$ cat src/rtl/eiu_pkg.sv
// ----------------------------------------------------------------------------
// eiu_pkg
// Shared types and constants for the Ethernet / IPv4 / UDP header parser.
// ----------------------------------------------------------------------------
package eiu_pkg;

  // Frame layout
  localparam logic [16:0] OFF_ETYPE_HI  = 17'd12;
  localparam logic [16:0] OFF_ETYPE_LO  = 17'd13;
  localparam logic [16:0] OFF_VER_IHL   = 17'd14;
  localparam logic [16:0] OFF_PROTO     = 17'd23;
  localparam logic [16:0] OFF_SRC_FIRST = 17'd26;
  localparam logic [16:0] OFF_SRC_LAST  = 17'd29;
  localparam logic [16:0] OFF_DST_FIRST = 17'd30;
  localparam logic [16:0] OFF_DST_LAST  = 17'd33;
  localparam logic [16:0] OFFSET_MAX    = 17'h1FFFF;

  localparam logic [6:0]  ETH_HDR_LEN   = 7'd14;
  localparam logic [15:0] UDP_HDR_LEN   = 16'd8;
  localparam logic [17:0] MIN_FRAME_LEN = 18'd42;

  // Header field codes
  localparam logic [15:0] ETYPE_IPV4    = 16'h0800;
  localparam logic [7:0]  PROTO_UDP     = 8'd17;
  localparam logic [7:0]  VERSION_MASK  = 8'hF0;
  localparam logic [7:0]  VERSION_IPV4  = 8'h40;

  // Header fields as they stand after the current byte is merged in
  typedef struct packed {
    logic [16:0] offset;
    logic [15:0] ether_kind;
    logic [7:0]  ver_ihl;
    logic [7:0]  ip_proto;
    logic [31:0] src_ip;
    logic [31:0] dst_ip;
    logic [15:0] sport;
    logic [15:0] dport;
    logic [15:0] udp_len;
    logic [6:0]  udp_start;
    logic [63:0] frame_time;
  } hdr_t;

  // One result item
  typedef struct packed {
    logic        frame_ok;
    logic [31:0] source_ip;
    logic [31:0] dest_ip;
    logic [15:0] source_port;
    logic [15:0] dest_port;
    logic [6:0]  payload_offset;
    logic [15:0] payload_length;
    logic [63:0] frame_time;
  } res_t;

endpackage

$ cat src/rtl/eth_ipv4_udp_header_parser.sv
// ----------------------------------------------------------------------------
// eth_ipv4_udp_header_parser
// Streaming Ethernet / IPv4 / UDP header parser, one frame byte per item.
// ----------------------------------------------------------------------------
// The parser takes one frame byte per clock cycle and gives one result item
// per frame, on the byte marked last. A byte goes into an input register and
// from there is merged into the header capture registers; on the last byte
// the checked result lands in the output register and raises out_valid.
// in_stall is raised only while a last byte waits for an output register
// that is full and stalled; with the result side ready the rate is one byte
// every cycle. VLAN tags are not recognized; a frame that is too short, is
// not IPv4 UDP, whose UDP length is below the UDP header size, or whose UDP
// header or payload runs past the frame end is reported with out_frame_ok
// low and all fields zero except the first-byte timestamp.
module eth_ipv4_udp_header_parser (
  input  logic        clk,
  input  logic        rst_n,

  input  logic        in_valid,
  output logic        in_stall,
  input  logic [7:0]  in_data_byte,
  input  logic        in_last_byte,
  input  logic [63:0] in_arrival_time,

  output logic        out_valid,
  input  logic        out_stall,
  output logic        out_frame_ok,
  output logic [31:0] out_source_ip,
  output logic [31:0] out_dest_ip,
  output logic [15:0] out_source_port,
  output logic [15:0] out_dest_port,
  output logic [6:0]  out_payload_offset,
  output logic [15:0] out_payload_length,
  output logic [63:0] out_frame_time
);

  logic        s1_valid_r;
  logic [7:0]  s1_byte_r;
  logic        s1_last_r;
  logic [63:0] s1_time_r;

  logic          out_valid_r;
  eiu_pkg::res_t out_res_r;

  logic          out_free;
  logic          s1_go;
  eiu_pkg::hdr_t hdr;
  eiu_pkg::res_t res;

  // A last byte may only proceed when the output register can take a result
  assign out_free = !out_valid_r || !out_stall;
  assign s1_go    = s1_valid_r && (!s1_last_r || out_free);
  assign in_stall = s1_valid_r && !s1_go;

  // Input register
  always_ff @(posedge clk) begin
    if (!rst_n) begin
      s1_valid_r <= 1'b0;
    end else if (!in_stall) begin
      s1_valid_r <= in_valid;
    end
  end

  always_ff @(posedge clk) begin
    if (!in_stall) begin
      s1_byte_r <= in_data_byte;
      s1_last_r <= in_last_byte;
      s1_time_r <= in_arrival_time;
    end
  end

  eiu_capture u_capture (
    .clk          (clk),
    .rst_n        (rst_n),
    .byte_en      (s1_go),
    .data_byte    (s1_byte_r),
    .last_byte    (s1_last_r),
    .arrival_time (s1_time_r),
    .hdr          (hdr)
  );

  eiu_check u_check (
    .hdr (hdr),
    .res (res)
  );

  // Output register: load on a processed last byte, drop when taken
  always_ff @(posedge clk) begin
    if (!rst_n) begin
      out_valid_r <= 1'b0;
    end else if (s1_go && s1_last_r) begin
      out_valid_r <= 1'b1;
    end else if (!out_stall) begin
      out_valid_r <= 1'b0;
    end
  end

  always_ff @(posedge clk) begin
    if (s1_go && s1_last_r) begin
      out_res_r <= res;
    end
  end

  assign out_valid          = out_valid_r;
  assign out_frame_ok       = out_res_r.frame_ok;
  assign out_source_ip      = out_res_r.source_ip;
  assign out_dest_ip        = out_res_r.dest_ip;
  assign out_source_port    = out_res_r.source_port;
  assign out_dest_port      = out_res_r.dest_port;
  assign out_payload_offset = out_res_r.payload_offset;
  assign out_payload_length = out_res_r.payload_length;
  assign out_frame_time     = out_res_r.frame_time;

`ifndef SYNTHESIS
  // Input backs up only behind a last byte blocked by a full, stalled output
  a_stall_cause: assert property (@(posedge clk) disable iff (!rst_n)
    in_stall |-> (s1_valid_r && s1_last_r && out_valid_r && out_stall))
    else $error("input stalled without a blocked last byte");

  // A valid frame's payload offset lies between the smallest and largest UDP start plus the UDP header
  a_ok_offset: assert property (@(posedge clk) disable iff (!rst_n)
    (out_valid_r && out_res_r.frame_ok) |->
      (out_res_r.payload_offset >= 7'd22 && out_res_r.payload_offset <= 7'd82))
    else $error("payload offset out of range on a valid frame");

  // An invalid frame reports zero addresses, payload offset and payload length
  a_bad_zero: assert property (@(posedge clk) disable iff (!rst_n)
    (out_valid_r && !out_res_r.frame_ok) |->
      (out_res_r.source_ip == 32'd0 && out_res_r.dest_ip == 32'd0 &&
       out_res_r.payload_offset == 7'd0 && out_res_r.payload_length == 16'd0))
    else $error("invalid frame carries nonzero fields");
`endif

endmodule

$ cat src/rtl/eiu_capture.sv
// ----------------------------------------------------------------------------
// eiu_capture
// Byte offset counter and header field capture registers. Merges the current
// byte into the captured fields and clears everything after the last byte.
// ----------------------------------------------------------------------------
module eiu_capture (
  input  logic                clk,
  input  logic                rst_n,
  input  logic                byte_en,
  input  logic [7:0]          data_byte,
  input  logic                last_byte,
  input  logic [63:0]         arrival_time,
  output eiu_pkg::hdr_t       hdr
);

  logic [16:0] offset_r;
  logic [15:0] ether_kind_r;
  logic [7:0]  ver_ihl_r;
  logic [7:0]  ip_proto_r;
  logic [31:0] src_ip_r;
  logic [31:0] dst_ip_r;
  logic [15:0] sport_r;
  logic [15:0] dport_r;
  logic [15:0] udp_len_r;
  logic [63:0] frame_time_r;

  logic [16:0] udp_rel;
  logic        in_udp_hdr;

  // Merge the current byte into the captured header
  always_comb begin
    hdr            = '0;
    hdr.offset     = offset_r;
    hdr.ether_kind = ether_kind_r;
    hdr.ver_ihl    = ver_ihl_r;
    hdr.ip_proto   = ip_proto_r;
    hdr.src_ip     = src_ip_r;
    hdr.dst_ip     = dst_ip_r;
    hdr.sport      = sport_r;
    hdr.dport      = dport_r;
    hdr.udp_len    = udp_len_r;
    hdr.frame_time = frame_time_r;

    if (offset_r == 17'd0) begin
      hdr.frame_time = arrival_time;
    end
    if (offset_r == eiu_pkg::OFF_ETYPE_HI || offset_r == eiu_pkg::OFF_ETYPE_LO) begin
      hdr.ether_kind = {ether_kind_r[7:0], data_byte};
    end
    if (offset_r == eiu_pkg::OFF_VER_IHL) begin
      hdr.ver_ihl = data_byte;
    end
    if (offset_r == eiu_pkg::OFF_PROTO) begin
      hdr.ip_proto = data_byte;
    end
    if (offset_r >= eiu_pkg::OFF_SRC_FIRST && offset_r <= eiu_pkg::OFF_SRC_LAST) begin
      hdr.src_ip = {src_ip_r[23:0], data_byte};
    end
    if (offset_r >= eiu_pkg::OFF_DST_FIRST && offset_r <= eiu_pkg::OFF_DST_LAST) begin
      hdr.dst_ip = {dst_ip_r[23:0], data_byte};
    end

    // UDP header begins after the IPv4 header (IHL in 32-bit words)
    hdr.udp_start = eiu_pkg::ETH_HDR_LEN + {1'b0, hdr.ver_ihl[3:0], 2'b00};
    udp_rel       = offset_r - {10'd0, hdr.udp_start};
    in_udp_hdr    = (offset_r >= {10'd0, hdr.udp_start}) && (udp_rel < 17'd6);

    if (in_udp_hdr) begin
      priority if (udp_rel[2:0] < 3'd2) begin
        hdr.sport = {sport_r[7:0], data_byte};
      end else if (udp_rel[2:0] < 3'd4) begin
        hdr.dport = {dport_r[7:0], data_byte};
      end else begin
        hdr.udp_len = {udp_len_r[7:0], data_byte};
      end
    end
  end

  // Hold the header; advance the offset, clear after the last byte
  always_ff @(posedge clk) begin
    if (!rst_n || (byte_en && last_byte)) begin
      offset_r     <= '0;
      ether_kind_r <= '0;
      ver_ihl_r    <= '0;
      ip_proto_r   <= '0;
      src_ip_r     <= '0;
      dst_ip_r     <= '0;
      sport_r      <= '0;
      dport_r      <= '0;
      udp_len_r    <= '0;
      frame_time_r <= '0;
    end else if (byte_en) begin
      if (offset_r != eiu_pkg::OFFSET_MAX) begin
        offset_r <= offset_r + 17'd1;
      end
      ether_kind_r <= hdr.ether_kind;
      ver_ihl_r    <= hdr.ver_ihl;
      ip_proto_r   <= hdr.ip_proto;
      src_ip_r     <= hdr.src_ip;
      dst_ip_r     <= hdr.dst_ip;
      sport_r      <= hdr.sport;
      dport_r      <= hdr.dport;
      udp_len_r    <= hdr.udp_len;
      frame_time_r <= hdr.frame_time;
    end
  end

endmodule

$ cat src/rtl/eiu_check.sv
// ----------------------------------------------------------------------------
// eiu_check
// Frame validity checks and result formation from the captured header at
// the last byte. Fields other than the timestamp read zero when invalid.
// ----------------------------------------------------------------------------
module eiu_check (
  input  eiu_pkg::hdr_t hdr,
  output eiu_pkg::res_t res
);

  logic [17:0] frame_len;
  logic [17:0] udp_hdr_end;
  logic [17:0] udp_end;
  logic        ok;

  // Check length, EtherType, version, protocol and UDP bounds
  always_comb begin
    frame_len   = {1'b0, hdr.offset} + 18'd1;
    udp_hdr_end = {11'd0, hdr.udp_start} + 18'(eiu_pkg::UDP_HDR_LEN);
    udp_end     = {11'd0, hdr.udp_start} + {2'b00, hdr.udp_len};

    ok = (frame_len >= eiu_pkg::MIN_FRAME_LEN)
      && (hdr.ether_kind == eiu_pkg::ETYPE_IPV4)
      && ((hdr.ver_ihl & eiu_pkg::VERSION_MASK) == eiu_pkg::VERSION_IPV4)
      && (hdr.ip_proto == eiu_pkg::PROTO_UDP)
      && (udp_hdr_end <= frame_len)
      && (hdr.udp_len >= eiu_pkg::UDP_HDR_LEN)
      && (udp_end <= frame_len);

    res            = '0;
    res.frame_time = hdr.frame_time;
    if (ok) begin
      res.frame_ok       = 1'b1;
      res.source_ip      = hdr.src_ip;
      res.dest_ip        = hdr.dst_ip;
      res.source_port    = hdr.sport;
      res.dest_port      = hdr.dport;
      res.payload_offset = hdr.udp_start + 7'(eiu_pkg::UDP_HDR_LEN);
      res.payload_length = hdr.udp_len - eiu_pkg::UDP_HDR_LEN;
    end
  end

endmodule

$ cat config.mk
export PLATFORM = sky130hd
export DESIGN_NAME = eth_ipv4_udp_header_parser
export DESIGN_NICKNAME = d
export VERILOG_FILES = /design/src/rtl/eiu_pkg.sv /design/src/rtl/eth_ipv4_udp_header_parser.sv /design/src/rtl/eiu_capture.sv /design/src/rtl/eiu_check.sv
export SDC_FILE = /design/constraint.sdc
export NUM_CORES = 1
export LEC_CHECK = 0
export ABC_AREA = 1
export BUFFER_PORTS_ARGS = -buffer_cell sky130_fd_sc_hd__buf_2
export CORE_ASPECT_RATIO = 1.4
export CORE_MARGIN = 2
export CORE_UTILIZATION = 30
export CTS_BUF_LIST = sky130_fd_sc_hd__clkbuf_8
export DETAILED_ROUTE_END_ITERATION = 6
export RECOVER_POWER = 25
export SLEW_MARGIN = 20
export SYNTH_ARGS = -nofsm -noshare
export SYNTH_HDL_FRONTEND = slang
export SYNTH_SLANG_ARGS = --single-unit
$ cat constraint.sdc
create_clock -name clk -period 6.87 [get_ports clk]
set_clock_uncertainty 0.1 [all_clocks]
set_input_delay 1.0305 -clock clk [delete_from_list [all_inputs] [get_ports clk]]
set_output_delay 1.0305 -clock clk [all_outputs]
set_load 0.02 [all_outputs]
==> summary.log, run 1 <==
[sta] number of setup violations in the final report 0
[final_layout] share of final-layout standard cells stronger than drive strength 1 0.228
[worst_setup_path] slack of the worst reg-to-reg path 0.30 ns
[detailed_routing] detail-routed net length per standard cell 16.1 um
[placed_design] placed cell area 25200 um2
[worst_setup_path] cell type with the highest occurrence count on the critical path sky130_fd_sc_hd__nand2_1
[worst_setup_path] reg-to-reg critical path endpoint out_dest_port[14]
[final_layout] synthesis-to-finish area growth 24.5%
[worst_setup_path] class of the most critical setup path flop to flop
[logic_synthesis] yosys synthesis warning count 0
[outcome] run status complete, but fails checks
[die] Core ar. 74100 um2
[clock_network] clock insertion delay at the later pin of the skew report 0.69 ns
[detailed_routing] final routed wirelength across all metal layers 64000 um
[hold_path] source of the worst hold timing path u_capture.src_ip_r[22]
[sta] setup repair after global routing missed its margin true
[die] Die X 236 um
[clock_network] Clock Root Buffer sky130_fd_sc_hd__clkbuf_8
[sta] slew at the pin closest to its max-slew limit 3.42 ns
[global_route] pin count of the biggest net entering global routing 128
[logic_synthesis] Yosys top cell area share 0.341
[detailed_routing] violation count after the first detailed-routing iteration 1047
[global_route] met2 demand-to-capacity share in global routing 0.284
[logic_synthesis] Synth Instances 2610
[logic_synthesis] portion of the post-synthesis area used by sequential elements 0.543
[placed_design] setup slack after placement -0.106 ns
[worst_setup_path] number of cells on the worst reg-to-reg path 48
[global_route] Global Route met1 Usage 0.179
[worst_setup_path] Worst setup EP type flop
[global_route] GRT Max-Usage Layer met2
[detailed_routing] antenna-violating nets left 0
[global_route] Overall Global Routing Usage 0.158
[logic_synthesis] most numerous cell types in the synthesized netlist sky130_fd_sc_hd__inv_1 (426), sky130_fd_sc_hd__nand2_1 (394), sky130_fd_sc_hd__nor2_1 (363)
[die] DIE HEIGHT 328 um
[logic_synthesis] combined area of all synthesized cells 22500 um2
[power_and_ir_drop] LEAKAGE 12.4 nW
[sta] final worst path period need 6.57 ns
[detailed_routing] DR vias 18335
[placed_design] IO Port Bufs 261
[final_layout] Layout Utilization 0.379
[hold_path] count of cells along the worst hold path 2
[logic_synthesis] Netlist cell types 51
[die] number of top-level pins 263
[die] initial core utilization 0.304
[sta] Highest Clock Rate 0.152 GHz
[worst_setup_path] Worst Setup Start Kind flop
[detailed_routing] drt pass-1 iters 6
[worst_setup_path] maximum fanout along the worst path 13
[logic_synthesis] cell with the most instances after synthesis sky130_fd_sc_hd__inv_1
[logic_synthesis] prevailing post-synth register cell sky130_fd_sc_hd__edfxtp_1
[global_route] wire length of the first global-routing pass 95900 um
[clock_network] number of clock sinks 483
[global_route] final global-route overflow total 0
[final_layout] final cell area excluding filler cells 28100 um2
[clock_network] maximum root-to-sink buffer count 3
[clock_network] CTS H-Tree Depth 3
[detailed_routing] vias per cell 4.62
[sta] Max Slew Vio Count 58
[worst_setup_path] cell with the largest stage delay on the worst path sky130_fd_sc_hd__fa_2
[power_and_ir_drop] maximum resistive drop on vdd 0.182 mV
[worst_setup_path] highest cell delay on the worst timing path 0.40 ns
[logic_synthesis] average footprint of a synthesized cell 8.64 um2
[run] number of maximum-capacitance constraint violations 1
[sta] share of the clock period used by the worst path 0.957
[die] std cell rows 118
[logic_synthesis] main area contributors after synthesis sky130_fd_sc_hd__edfxtp_1 (34%), sky130_fd_sc_hd__dfxtp_1 (20%), sky130_fd_sc_hd__inv_1 (7.1%), sky130_fd_sc_hd__nand2_1 (6.6%), sky130_fd_sc_hd__o21ai_0 (6.5%)
[clock_network] TritonCTS clock tree done
[logic_synthesis] number of synthesized flops with an enable pin 256
[final_layout] number of nets in the finished design 3066
[worst_setup_path] data arrival time at the worst-slack endpoint 6.99 ns
[sta] Post-Route Hold Slack 0.397 ns
[outcome] violations in the final reports max-capacitance violations, max-slew violations
[die] die footprint 77400 um2
[global_route] vias in the first global route 17206
[sta] slack of the critical path 0.299 ns
[placed_design] global placer's final weighted congestion 0.897
[power_and_ir_drop] power density normalized to cell area 246 nW/um2
[worst_setup_path] CP Data Required Time 7.29 ns
[hold_path] worst min-delay path endpoint u_capture.src_ip_r[22]
[clock_network] clock transition time at the flip-flop clock pins of the worst setup and hold paths 0.07 ns
[sta] Relative slew margins -1.28
[logic_synthesis] synthesized flop and latch total 483
[global_route] number of antenna violations at the first check in global routing 3
[worst_setup_path] start of the worst register-to-register path u_capture.offset_r[14]
[sta] Final Hold Fails 0
[detailed_routing] count of unresolved DRC violations after routing 0
[logic_synthesis] async set or reset register ratio after synthesis 0
[logic_synthesis] dominant cell type by area after synthesis sky130_fd_sc_hd__edfxtp_1
[global_route] GRT met3 Usage 0.0343
[clock_network] number of buffers created by CTS 79
[placed_design] hpwl dp 42000 um
[hold_path] path type of the worst min-delay path flop to flop
-- per-stage QoR --
step / power (mW) / TNS [ns] / cells
5_1_grt: 7.27 / -19.30 / 3972
3_5_place_dp: 4.31 / -4.10 / 3785
4_1_cts: 6.94 / 0 / 3937
6_report: 6.91 / 0 / 3972
2_1_floorplan: 4.00 / 0 / 2611
3_3_place_gp: 4.31 / 0 / 3785
-- state kept, by name, summed over array words and instances (netlist names) --
name,cells
u_capture.udp_len_r,16
u_capture.offset_r,17
u_capture.dport_r,16
s1_byte_r,8
out_dest_port,16
u_capture.ip_proto_r,8
out_dest_ip,32
u_capture.src_ip_r,32
s1_last_r,1
s1_time_r,64
s1_valid_r,1
out_payload_offset,6
out_source_ip,32
out_payload_length,16
u_capture.frame_time_r,64
u_capture.ether_kind_r,16
out_frame_time,64
out_source_port,16
u_capture.dst_ip_r,32
u_capture.sport_r,16
out_valid,1
u_capture.ver_ihl_r,8
out_frame_ok,1
-- cells in the final DEF, fill, tap and decap left out, drive strengths merged, types with 2 or more instances in the layout --
| master | Yosys | final |
|---|---|---|
| o21a | 2 | 2 |
| edfxtp | 256 | 256 |
| o41ai | 3 | 3 |
| a21oi | 156 | 156 |
| dfxtp | 227 | 227 |
| nand2 | 402 | 402 |
| o211ai | 86 | 86 |
| and2 | 3 | 3 |
| o21ai | 299 | 299 |
| xor2 | 16 | 16 |
| inv | 435 | 469 |
| mux2 | 64 | 64 |
| clkinv | 2 | 22 |
| conb | 1 | 2 |
| clkbuf | 97 | 138 |
| bufinv | 0 | 3 |
| xnor2 | 2 | 2 |
| ha | 43 | 43 |
| buf | 35 | 335 |
| nand3 | 48 | 49 |
| a31oi | 2 | 2 |
| nor2 | 371 | 371 |
| fa | 2 | 2 |
| or2 | 2 | 2 |
| mux2i | 2 | 2 |
| nand4 | 33 | 33 |
| nor3 | 13 | 13 |
-- cell type report --
type	instances	area (um2)
fillers	7601	46000
flip-flops and latches	483	12200
multi-input cells	1560	8910
repair buffers	383	2440
inverters	437	1660
clock buffers	91	1250
well taps	960	1200
clock inverters	57	367
diodes	1	2.50
-- how the worst max path moves through the flow --
stage	from	end	slack (ns)	cells after the start
6_report	u_capture.offset_r[14]	out_dest_port[14]	0.30	48
2_1_floorplan	u_capture.offset_r[13]	out_source_ip[22]	0.03	51
5_1_grt	u_capture.offset_r[14]	out_dest_port[12]	-0.21	48
4_1_cts	u_capture.offset_r[8]	out_dest_ip[12]	0.03	48
3_3_place_gp	u_capture.offset_r[8]	out_source_ip[0]	0.008	47
3_5_place_dp	u_capture.offset_r[8]	out_dest_ip[12]	-0.11	46
-- timing repair --
item | 4_1_cts | 5_1_grt
endpoints found under the setup margin | 97 | 119
pin swaps | 1 | 41
hold endpoints to repair | 0 | 0
buffers inserted | 3 | 25
gates resized for setup | 1 | 224
hold buffers | 0 | 0
gates cloned | 1 | 8
-- where the power goes --
part / switching [mW] / internal (mW) / leakage, nW
clock network: 1.23 / 1.34 / 0.941
logic: 0.703 / 0.374 / 7.22
registers: 0.0682 / 3.19 / 4.25
-- worst max-delay path: cells and delay by family (launching register included) --
kind,cells,cell delay [ns]
multiplexers,1,0.18
AND/OR/NAND/NOR,26,2.48
XOR/XNOR,1,0.14
buffers and inverters,8,0.91
flip-flops,1,0.34
adder cells (fa/ha/maj),3,0.93
AO/OA/AOI/OAI,9,1.27
-- metal layers --
| metal | vias to the layer above | routed length [um] | part of all wire |
|---|---|---|---|
| met2 | 467 | 32000 | 0.50 |
| met4 | 2 | 2440 | 0.038 |
| li1 | 9228 | - | - |
| met3 | 137 | 3520 | 0.055 |
| met1 | 8501 | 26000 | 0.41 |
| met5 | - | 13 | 0.00020 |
-- cell families after synthesis --
logic type | after synthesis | share of synthesized area
AOI/OAI and AO/OA | 554 | 0.134
DFF | 483 | 0.543
other | 1 | 0.000166
adders and majority gates | 45 | 0.0256
buffers and inverters | 569 | 0.0979
muxes | 66 | 0.0329
xor gates and xnor gates | 18 | 0.00699
and+or+nand+nor | 874 | 0.159
(Power assumes the default switching activity.)
==> run 2: changes to the inputs <==
--- a/config.mk
+++ b/config.mk
@@ -5,13 +5,16 @@
 export SDC_FILE = /design/constraint.sdc
 export NUM_CORES = 1
 export LEC_CHECK = 0
-export ABC_AREA = 1
+export ABC_AREA = 0
 export BUFFER_PORTS_ARGS = -buffer_cell sky130_fd_sc_hd__buf_2
+export CELL_PAD_IN_SITES_DETAIL_PLACEMENT = 1
+export CELL_PAD_IN_SITES_GLOBAL_PLACEMENT = 1
 export CORE_ASPECT_RATIO = 1.4
 export CORE_MARGIN = 2
 export CORE_UTILIZATION = 30
 export CTS_BUF_LIST = sky130_fd_sc_hd__clkbuf_8
 export DETAILED_ROUTE_END_ITERATION = 6
+export PLACE_DENSITY_LB_ADDON = 0.1
 export RECOVER_POWER = 25
 export SLEW_MARGIN = 20
 export SYNTH_ARGS = -nofsm -noshare
==> run 2 against run 1 <==
Compared with the run above: the run ends with max-capacitance violations, max-slew violations, negative setup slack left; worst setup slack worse by 1.1 ns; maximum frequency shrank 14%; critical path type unchanged; die area down 6.5%; critical endpoint is now out_dest_ip[3].
==> summary.log, run 2 <==
[final_layout] synthesis-to-finish area growth 29.3%
[power_and_ir_drop] LEAKAGE 10.0 nW [-19%]
[final_layout] Reg area 12200 um2 [about the same]
[sta] Final Hold Fails 0 [unchanged]
[logic_synthesis] prevailing post-synth register cell sky130_fd_sc_hd__edfxtp_1
[logic_synthesis] async set or reset register ratio after synthesis 0 [unchanged]
[worst_setup_path] Worst setup EP type flop
[power_and_ir_drop] power density normalized to cell area 227 nW/um2 [-7.9%]
[worst_setup_path] data arrival time at the worst-slack endpoint 8.10 ns [+1.11 ns]
[logic_synthesis] synthesized flop and latch total 483 [unchanged]
[global_route] final global-route overflow total 0 [unchanged]
[final_layout] post-layout instance count excluding filler cells 3515 [-12%]
[placed_design] global placer's final weighted congestion 0.795 [-11%]
[final_layout] number of nets in the finished design 2633 [-14%]
[placed_design] hpwl dp 46100 um [+9.8%]
[power_and_ir_drop] maximum resistive drop on vdd 0.182 mV [about the same]
[logic_synthesis] portion of the post-synthesis area used by sequential elements 0.581 [+0.0381]
[worst_setup_path] Worst Setup Start Kind flop
[outcome] run status complete, but fails checks
[global_route] wire length of the first global-routing pass 108000 um [+13%]
[detailed_routing] drt pass-1 iters 6 [unchanged]
[sta] Relative slew margins -1.06 [+0.222]
[global_route] vias in the first global route 18311 [+6.4%]
[sta] Highest Clock Rate 0.131 GHz [-14%]
[worst_setup_path] class of the most critical setup path flop to flop
[detailed_routing] vias per cell 4.85 [+5.0%]
[die] number of top-level pins 263 [unchanged]
[logic_synthesis] main area contributors after synthesis sky130_fd_sc_hd__edfxtp_1 (36%), sky130_fd_sc_hd__dfxtp_1 (22%), sky130_fd_sc_hd__nand2_1 (11%), sky130_fd_sc_hd__a21oi_1 (6.8%), sky130_fd_sc_hd__mux2_2 (3.6%)
[sta] Max Slew Vio Count 159 [+170%]
[worst_setup_path] cell type with the highest occurrence count on the critical path sky130_fd_sc_hd__buf_4
[logic_synthesis] yosys synthesis warning count 0 [unchanged]
[worst_setup_path] maximum fanout along the worst path 8 [-5]
[detailed_routing] antenna-violating nets left 0 [unchanged]
[worst_setup_path] cell with the largest stage delay on the worst path sky130_fd_sc_hd__or4_4
[logic_synthesis] Netlist cell types 69 [+35%]
[die] initial core utilization 0.304 [-0.000315]
[sta] final worst path period need 7.66 ns [+1.09 ns]
[detailed_routing] count of unresolved DRC violations after routing 0 [unchanged]
[sta] number of setup violations in the final report 119 [+119]
[final_layout] most frequent standard cell in the layout excluding fill and tap cells sky130_fd_sc_hd__nand2_1
[detailed_routing] violation count after the first detailed-routing iteration 849 [-19%]
[global_route] Overall Global Routing Usage 0.191 [+0.0325]
[worst_setup_path] CP Buf/Inv Count 24 [+16]
[sta] share of the clock period used by the worst path 1.12 [+0.159]
[final_layout] most frequent cells in the layout sky130_fd_sc_hd__nand2_1 (603), sky130_fd_sc_hd__edfxtp_1 (256), sky130_fd_sc_hd__buf_2 (238), sky130_fd_sc_hd__dfxtp_1 (224), sky130_fd_sc_hd__a21oi_1 (210)
[die] DIE HEIGHT 318 um [-3.3%]
[outcome] violations in the final reports max-capacitance violations, max-slew violations, negative setup slack
[placed_design] placed instance count 3300 [-13%]
[detailed_routing] final routed wirelength across all metal layers 71700 um [+12%]
[sta] setup repair after global routing missed its margin true
[sta] Post-Route Hold Slack 0.353 ns [-0.0438 ns]
[global_route] number of antenna violations at the first check in global routing 11 [+8]
[logic_synthesis] combined area of all synthesized cells 21100 um2 [-6.6%]
[sta] slew at the pin closest to its max-slew limit 3.09 ns [-0.332 ns]
[die] std cell rows 114 [-3.4%]
[worst_setup_path] highest cell delay on the worst timing path 0.47 ns [+0.07 ns]
[run] number of maximum-capacitance constraint violations 4 [+3]
[clock_network] clock insertion delay at the later pin of the skew report 0.71 ns [+0.02 ns]
[worst_setup_path] family of cells with the greatest summed delay on the critical path buffers and inverters
[clock_network] maximum root-to-sink buffer count 3 [unchanged]
[clock_network] number of buffers inserted by hold repair at cts 0 [unchanged]
[hold_path] path type of the worst min-delay path flop to flop
[final_layout] count of fill cells added during filler insertion 7874 [+3.6%]
[final_layout] area of the multi-input gates 9110 um2 [+2.2%]
[detailed_routing] DR vias 17036 [-7.1%]
[worst_setup_path] CP Data Required Time 7.31 ns [+0.02 ns]
[clock_network] clock transition time at the flip-flop clock pins of the worst setup and hold paths 0.06 ns [about the same]
[final_layout] share of final-layout standard cells stronger than drive strength 1 0.315 [+0.0871]
[clock_network] TritonCTS clock tree done
[placed_design] IO Port Bufs 261 [unchanged]
[die] Die X 228 um [-3.3%]
[detailed_routing] detail-routed net length per standard cell 20.4 um [+27%]
[clock_network] number of buffers created by CTS 83 [+5.1%]
[die] Core ar. 69300 um2 [-6.5%]
[logic_synthesis] number of synthesized flops with an enable pin 256 [unchanged]
[logic_synthesis] Yosys top cell area share 0.365 [+0.0240]
[logic_synthesis] average footprint of a synthesized cell 9.98 um2 [+16%]
[logic_synthesis] dominant cell type by area after synthesis sky130_fd_sc_hd__edfxtp_1
[logic_synthesis] Synth Instances 2111 [-19%]
[logic_synthesis] cell with the most instances after synthesis sky130_fd_sc_hd__nand2_1
[clock_network] number of clock sinks 483 [unchanged]
[sta] slack of the critical path -0.790 ns [-1.09 ns]
[clock_network] CTS H-Tree Depth 3 [unchanged]
[die] die footprint 72400 um2 [-6.5%]
[global_route] pin count of the biggest net entering global routing 133 [+3.9%]
[logic_synthesis] most numerous cell types in the synthesized netlist sky130_fd_sc_hd__nand2_1 (610), sky130_fd_sc_hd__a21oi_1 (288), sky130_fd_sc_hd__edfxtp_1 (256)
[clock_network] Clock Root Buffer sky130_fd_sc_hd__clkbuf_8
[run 2: cell count changes in the layout (fill, tap and decap cells not counted), moves of 30 or more]
cell	previous run	this run
sky130_fd_sc_hd__o21ai_0	288	18
sky130_fd_sc_hd__buf_4	96	161
sky130_fd_sc_hd__inv_1	451	61
sky130_fd_sc_hd__nand2_1	368	603
sky130_fd_sc_hd__a21oi_2	10	85
sky130_fd_sc_hd__a21oi_1	142	210
sky130_fd_sc_hd__o211ai_1	86	4
sky130_fd_sc_hd__nor2_1	278	70
sky130_fd_sc_hd__mux2i_1	1	34
sky130_fd_sc_hd__nor2_4	48	18
sky130_fd_sc_hd__nor2_2	44	10
[run 2: path summary, 6_finish.rpt]
path | end | slack, ns | depth (start not counted) | start
worst max-delay path | out_dest_ip[3] | -0.79 | 48 | u_capture.offset_r[10]
worst min-delay path | u_capture.src_ip_r[25] | 0.35 | 2 | u_capture.src_ip_r[25]
worst max register to register | out_dest_ip[3] | -0.79 | 48 | u_capture.offset_r[10]
worst min register to register | u_capture.src_ip_r[25] | 0.35 | 2 | u_capture.src_ip_r[25]
[run 2: repair_timing]
action | 4_1_cts | 5_1_grt
buffers inserted | 33 | 7
cloned | 6 | 9
resized for setup | 99 | 93
pin swaps | 16 | 35
setup endpoints to repair | 119 | 119
[run 2: power breakdown]
group	leakage (nW)	internal [mW]	switching (mW)
clock network	0.976	1.33	1.26
registers	4.53	3.10	0.0347
logic	4.53	0.167	0.277
[run 2: final cells by class]
class / instances / area share
sequential: 483 / 0.449
multi-input combinational: 1463 / 0.334
timing repair buffer: 451 / 0.109
clock buffer: 93 / 0.0470
tap: 928 / 0.0426
clock inverter: 63 / 0.0130
inverter: 29 / 0.00423
antenna: 5 / 0.000459
[run 2: metal layers]
layer	up-vias	track usage	part of all wire	wire (um)
met4	14	0.0758	0.035	2480
li1	8114	-	-	-
met2	354	0.347	0.51	36500
met3	133	0.0474	0.050	3570
met5	-	0	0.0012	86
met1	8421	0.212	0.41	29100
[run 2: through the flow]
stage	setup TNS, ns	util	instance area, um2	total power [mW]	worst slack (ns)
floorplan	-60.36	-	21200	3.45	-0.583
global placement	-82.21	0.349	24200	3.62	-0.749
detailed placement	-120.41	0.349	24200	3.63	-1.07
CTS	-81.09	0.385	26700	6.27	-0.763
global route	-141.21	0.393	27200	6.44	-1.25
finish	-85.60	0.393	27200	6.17	-0.790
[run 2: kinds of logic after synthesis]
logic type / after synthesis / synth area share
xor gates and xnor gates: 55 / 0.0229
AOI/OAI and AO/OA: 389 / 0.105
buffers and inverters: 169 / 0.0336
and+or+nand+nor: 860 / 0.174
adders and majority gates: 45 / 0.0274
other: 1 / 0.000178
muxes: 109 / 0.0563
DFF: 483 / 0.581
[run 2: worst register-to-register path: cells and delay by family, from the launching register on]
kind / cells / cell delay [ns]
AOI/OAI and AO/OA: 11 / 2.18
xor gates and xnor gates: 1 / 0.08
adders and majority gates: 2 / 0.50
buffers and inverters: 24 / 2.62
DFF: 1 / 0.36
and+or+nand+nor: 10 / 1.74
==> run 3: changes to the inputs <==
--- a/config.mk
+++ b/config.mk
@@ -14,7 +14,7 @@
 export CORE_UTILIZATION = 30
 export CTS_BUF_LIST = sky130_fd_sc_hd__clkbuf_8
 export DETAILED_ROUTE_END_ITERATION = 6
-export PLACE_DENSITY_LB_ADDON = 0.1
+export PLACE_DENSITY_LB_ADDON = 0.12
 export RECOVER_POWER = 25
 export SLEW_MARGIN = 20
 export SYNTH_ARGS = -nofsm -noshare
==> run 3 against run 2 <==
Compared with the run above: the run still ends with max-capacitance violations, max-slew violations, negative setup slack left; global-route usage decreased by 0.13 points; non-clock buffer count rose by 25; critical path depth down 12; utilization is 0.36 points higher; die area unchanged; largest cell class unchanged.
==> summary.log, run 3 (same netlist as run 2, synthesis figures left out) <==
[outcome] run status complete, but fails checks
[outcome] violations in the final reports max-capacitance violations, max-slew violations, negative setup slack
[detailed_routing] DR vias 17191 [+0.91%]
[die] DIE HEIGHT 318 um [unchanged]
[hold_path] worst min-delay path endpoint u_capture.ether_kind_r[11]
[final_layout] number of nets in the finished design 2657 [+0.91%]
[final_layout] synthesis-to-finish area growth 30.5%
[global_route] pin count of the biggest net entering global routing 96 [-28%]
[hold_path] path type of the worst min-delay path flop to flop
[sta] setup repair after global routing missed its margin true
[worst_setup_path] maximum fanout along the worst path 7 [-1]
[hold_path] count of cells along the worst hold path 2 [unchanged]
[final_layout] share of final-layout standard cells stronger than drive strength 1 0.309 [-0.00600]
[worst_setup_path] CP Buf/Inv Count 5 [-79%]
[worst_setup_path] cell with the largest stage delay on the worst path sky130_fd_sc_hd__or3_4
[worst_setup_path] reg-to-reg critical path endpoint out_dest_port[11]
[global_route] vias in the first global route 18197 [-0.62%]
[sta] number of setup violations in the final report 119 [unchanged]
[sta] Final Hold Fails 0 [unchanged]
[worst_setup_path] family of cells with the greatest summed delay on the critical path compound AO/OA/AOI/OAI gates
[die] std cell rows 114 [unchanged]
[power_and_ir_drop] LEAKAGE 10.1 nW [+0.65%]
[clock_network] TritonCTS clock tree done
[die] initial core utilization 0.304 [unchanged]
[clock_network] clock insertion delay at the later pin of the skew report 0.69 ns [-0.02 ns]
[detailed_routing] vias per cell 4.86 [+0.34%]
[detailed_routing] Top Layer Used met5
[sta] Post-Route Hold Slack 0.352 ns [-0.00165 ns]
[placed_design] IO Port Bufs 261 [unchanged]
[clock_network] clock transition time at the flip-flop clock pins of the worst setup and hold paths 0.06 ns [about the same]
[clock_network] number of buffers created by CTS 82 [-1.2%]
[detailed_routing] antenna-violating nets left 0 [unchanged]
[sta] slack of the critical path -0.820 ns [-0.0298 ns]
[worst_setup_path] highest cell delay on the worst timing path 0.40 ns [-0.07 ns]
[final_layout] post-layout instance count excluding filler cells 3535 [+0.57%]
[worst_setup_path] class of the most critical setup path flop to flop
[global_route] wire length of the first global-routing pass 107000 um [-0.42%]
[detailed_routing] sum of met3 wire segment lengths after detailed routing 3390 um [-4.8%]
[sta] share of the clock period used by the worst path 1.12 [+0.00433]
[detailed_routing] routed length on met2 36300 um [-0.46%]
[sta] Max Slew Vio Count 108 [-32%]
[clock_network] maximum root-to-sink buffer count 3 [unchanged]
[worst_setup_path] Worst Setup Start Kind flop
[placed_design] placed instance count 3308 [+0.24%]
[hold_path] source of the worst hold timing path u_capture.ether_kind_r[11]
[final_layout] most frequent standard cell in the layout excluding fill and tap cells sky130_fd_sc_hd__nand2_1
[clock_network] number of clock sinks 483 [unchanged]
[sta] final worst path period need 7.69 ns [+0.0298 ns]
[worst_setup_path] data arrival time at the worst-slack endpoint 8.14 ns [+0.04 ns]
[sta] Setup Total Neg Slack -90.59 ns [-5.00 ns]
[sta] slew at the pin closest to its max-slew limit 2.75 ns [-0.339 ns]
[die] Core ar. 69300 um2 [unchanged]
[detailed_routing] final routed wirelength across all metal layers 71400 um [-0.46%]
[detailed_routing] count of unresolved DRC violations after routing 0 [unchanged]
[power_and_ir_drop] maximum resistive drop on vdd 0.151 mV [-17%]
[clock_network] CTS H-Tree Depth 3 [unchanged]
[power_and_ir_drop] power density normalized to cell area 221 nW/um2 [-2.6%]
[die] die footprint 72400 um2 [unchanged]
[worst_setup_path] number of cells on the worst reg-to-reg path 36 [-25%]
[placed_design] global placer's final weighted congestion 0.812 [+2.1%]
[worst_setup_path] slack of the worst reg-to-reg path -0.82 ns [-0.03 ns]
[clock_network] Clock Root Buffer sky130_fd_sc_hd__clkbuf_8
[detailed_routing] drt pass-1 iters 5 [-1]
[global_route] Overall Global Routing Usage 0.189 [-0.00125]
[placed_design] hpwl dp 45500 um [-1.4%]
[die] Die X 228 um [unchanged]
[detailed_routing] detail-routed net length per standard cell 20.2 um [-1.0%]
[worst_setup_path] Worst setup EP type flop
[worst_setup_path] CP Data Required Time 7.32 ns [about the same]
[global_route] number of antenna violations at the first check in global routing 10 [-1]
[final_layout] most frequent cells in the layout sky130_fd_sc_hd__nand2_1 (603), sky130_fd_sc_hd__edfxtp_1 (256), sky130_fd_sc_hd__dfxtp_1 (223), sky130_fd_sc_hd__buf_2 (204), sky130_fd_sc_hd__a21oi_1 (201)
[sta] Relative slew margins -0.834 [+0.226]
[final_layout] count of fill cells added during filler insertion 7862 [-0.15%]
[detailed_routing] met1 wire length 29000 um [-0.22%]
[sta] Highest Clock Rate 0.130 GHz [-0.39%]
[detailed_routing] violation count after the first detailed-routing iteration 786 [-7.4%]
[run] number of maximum-capacitance constraint violations 3 [-1]
[global_route] final global-route overflow total 0 [unchanged]
[die] number of top-level pins 263 [unchanged]
[worst_setup_path] start of the worst register-to-register path u_capture.offset_r[12]
-- run 3: cell types whose count changed in the layout (fill, tap and decap cells not counted), moves of 7 or more --
cell                       previous run  this run
sky130_fd_sc_hd__buf_2              238       204
sky130_fd_sc_hd__a21oi_2             85        96
sky130_fd_sc_hd__clkbuf_1            25        59
sky130_fd_sc_hd__clkinv_2            12         5
sky130_fd_sc_hd__a21oi_1            210       201
sky130_fd_sc_hd__buf_4              161       177
-- run 3: power breakdown --
part | switching, mW | total [mW] | internal (mW)
combinational | 0.276 | 0.446 | 0.170
sequential | 0.0345 | 3.14 | 3.10
clock | 1.22 | 2.49 | 1.26
total | 1.53 | 6.07 | 4.54
-- run 3: worst min-delay path: stages (launching register included) --
cell	delay, ns
sky130_fd_sc_hd__dfxtp_1	0.31
sky130_fd_sc_hd__nand2_1	0.05
sky130_fd_sc_hd__a21oi_1	0.05
-- run 3: what timing repair did --
item / CTS / global route
pin swaps: 18 / 40
endpoints found under the hold margin: 0 / 0
setup endpoints to repair: 119 / 287
buffers inserted: 50 / 8
gates cloned: 5 / 14
hold buffers: 0 / 0
gates resized for setup: 76 / 138
-- run 3: worst max path at each step --
stage | startpoint | end | slack, ns | cells after the start
2_1_floorplan | u_capture.offset_r[12] | out_source_ip[10] | -0.58 | 43
3_3_place_gp | u_capture.offset_r[7] | out_source_ip[29] | -0.78 | 35
3_5_place_dp | u_capture.offset_r[7] | out_source_ip[29] | -1.07 | 39
4_1_cts | u_capture.offset_r[14] | out_payload_offset[3] | -0.68 | 39
5_1_grt | u_capture.offset_r[12] | out_dest_ip[28] | -1.24 | 40
6_report | u_capture.offset_r[12] | out_dest_port[11] | -0.82 | 36
-- run 3: per-layer routing --
layer | vias to the layer above | global-route usage
met5 | - | 0
met3 | 137 | 0.0431
met4 | 12 | 0.0748
met2 | 385 | 0.337
met1 | 8479 | 0.220
li1 | 8178 | -
-- run 3: cell type report --
cell class                      count  area [um2]  area share
Antenna cell                        4        10.0    0.000364
Clock inverter                     61         317      0.0115
Sequential cell                   483       12200       0.445
Multi-Input combinational cell   1463        9110       0.332
Timing Repair Buffer              476        3260       0.119
Tap cell                          928        1160      0.0423
Clock buffer                       91        1250      0.0456
Inverter                           29         126     0.00460
-- run 3: per-stage QoR --
| stage | utilization | power (mW) | setup slack (ns) | cell area, um2 |
|---|---|---|---|---|
| after floorplan | - | 3.45 | -0.583 | 21200 |
| after global placement | 0.350 | 3.61 | -0.782 | 24300 |
| after detailed placement | 0.350 | 3.63 | -1.07 | 24300 |
| after CTS | 0.385 | 6.18 | -0.676 | 26700 |
| after global routing | 0.396 | 6.36 | -1.24 | 27500 |
| final | 0.396 | 6.07 | -0.820 | 27500 |
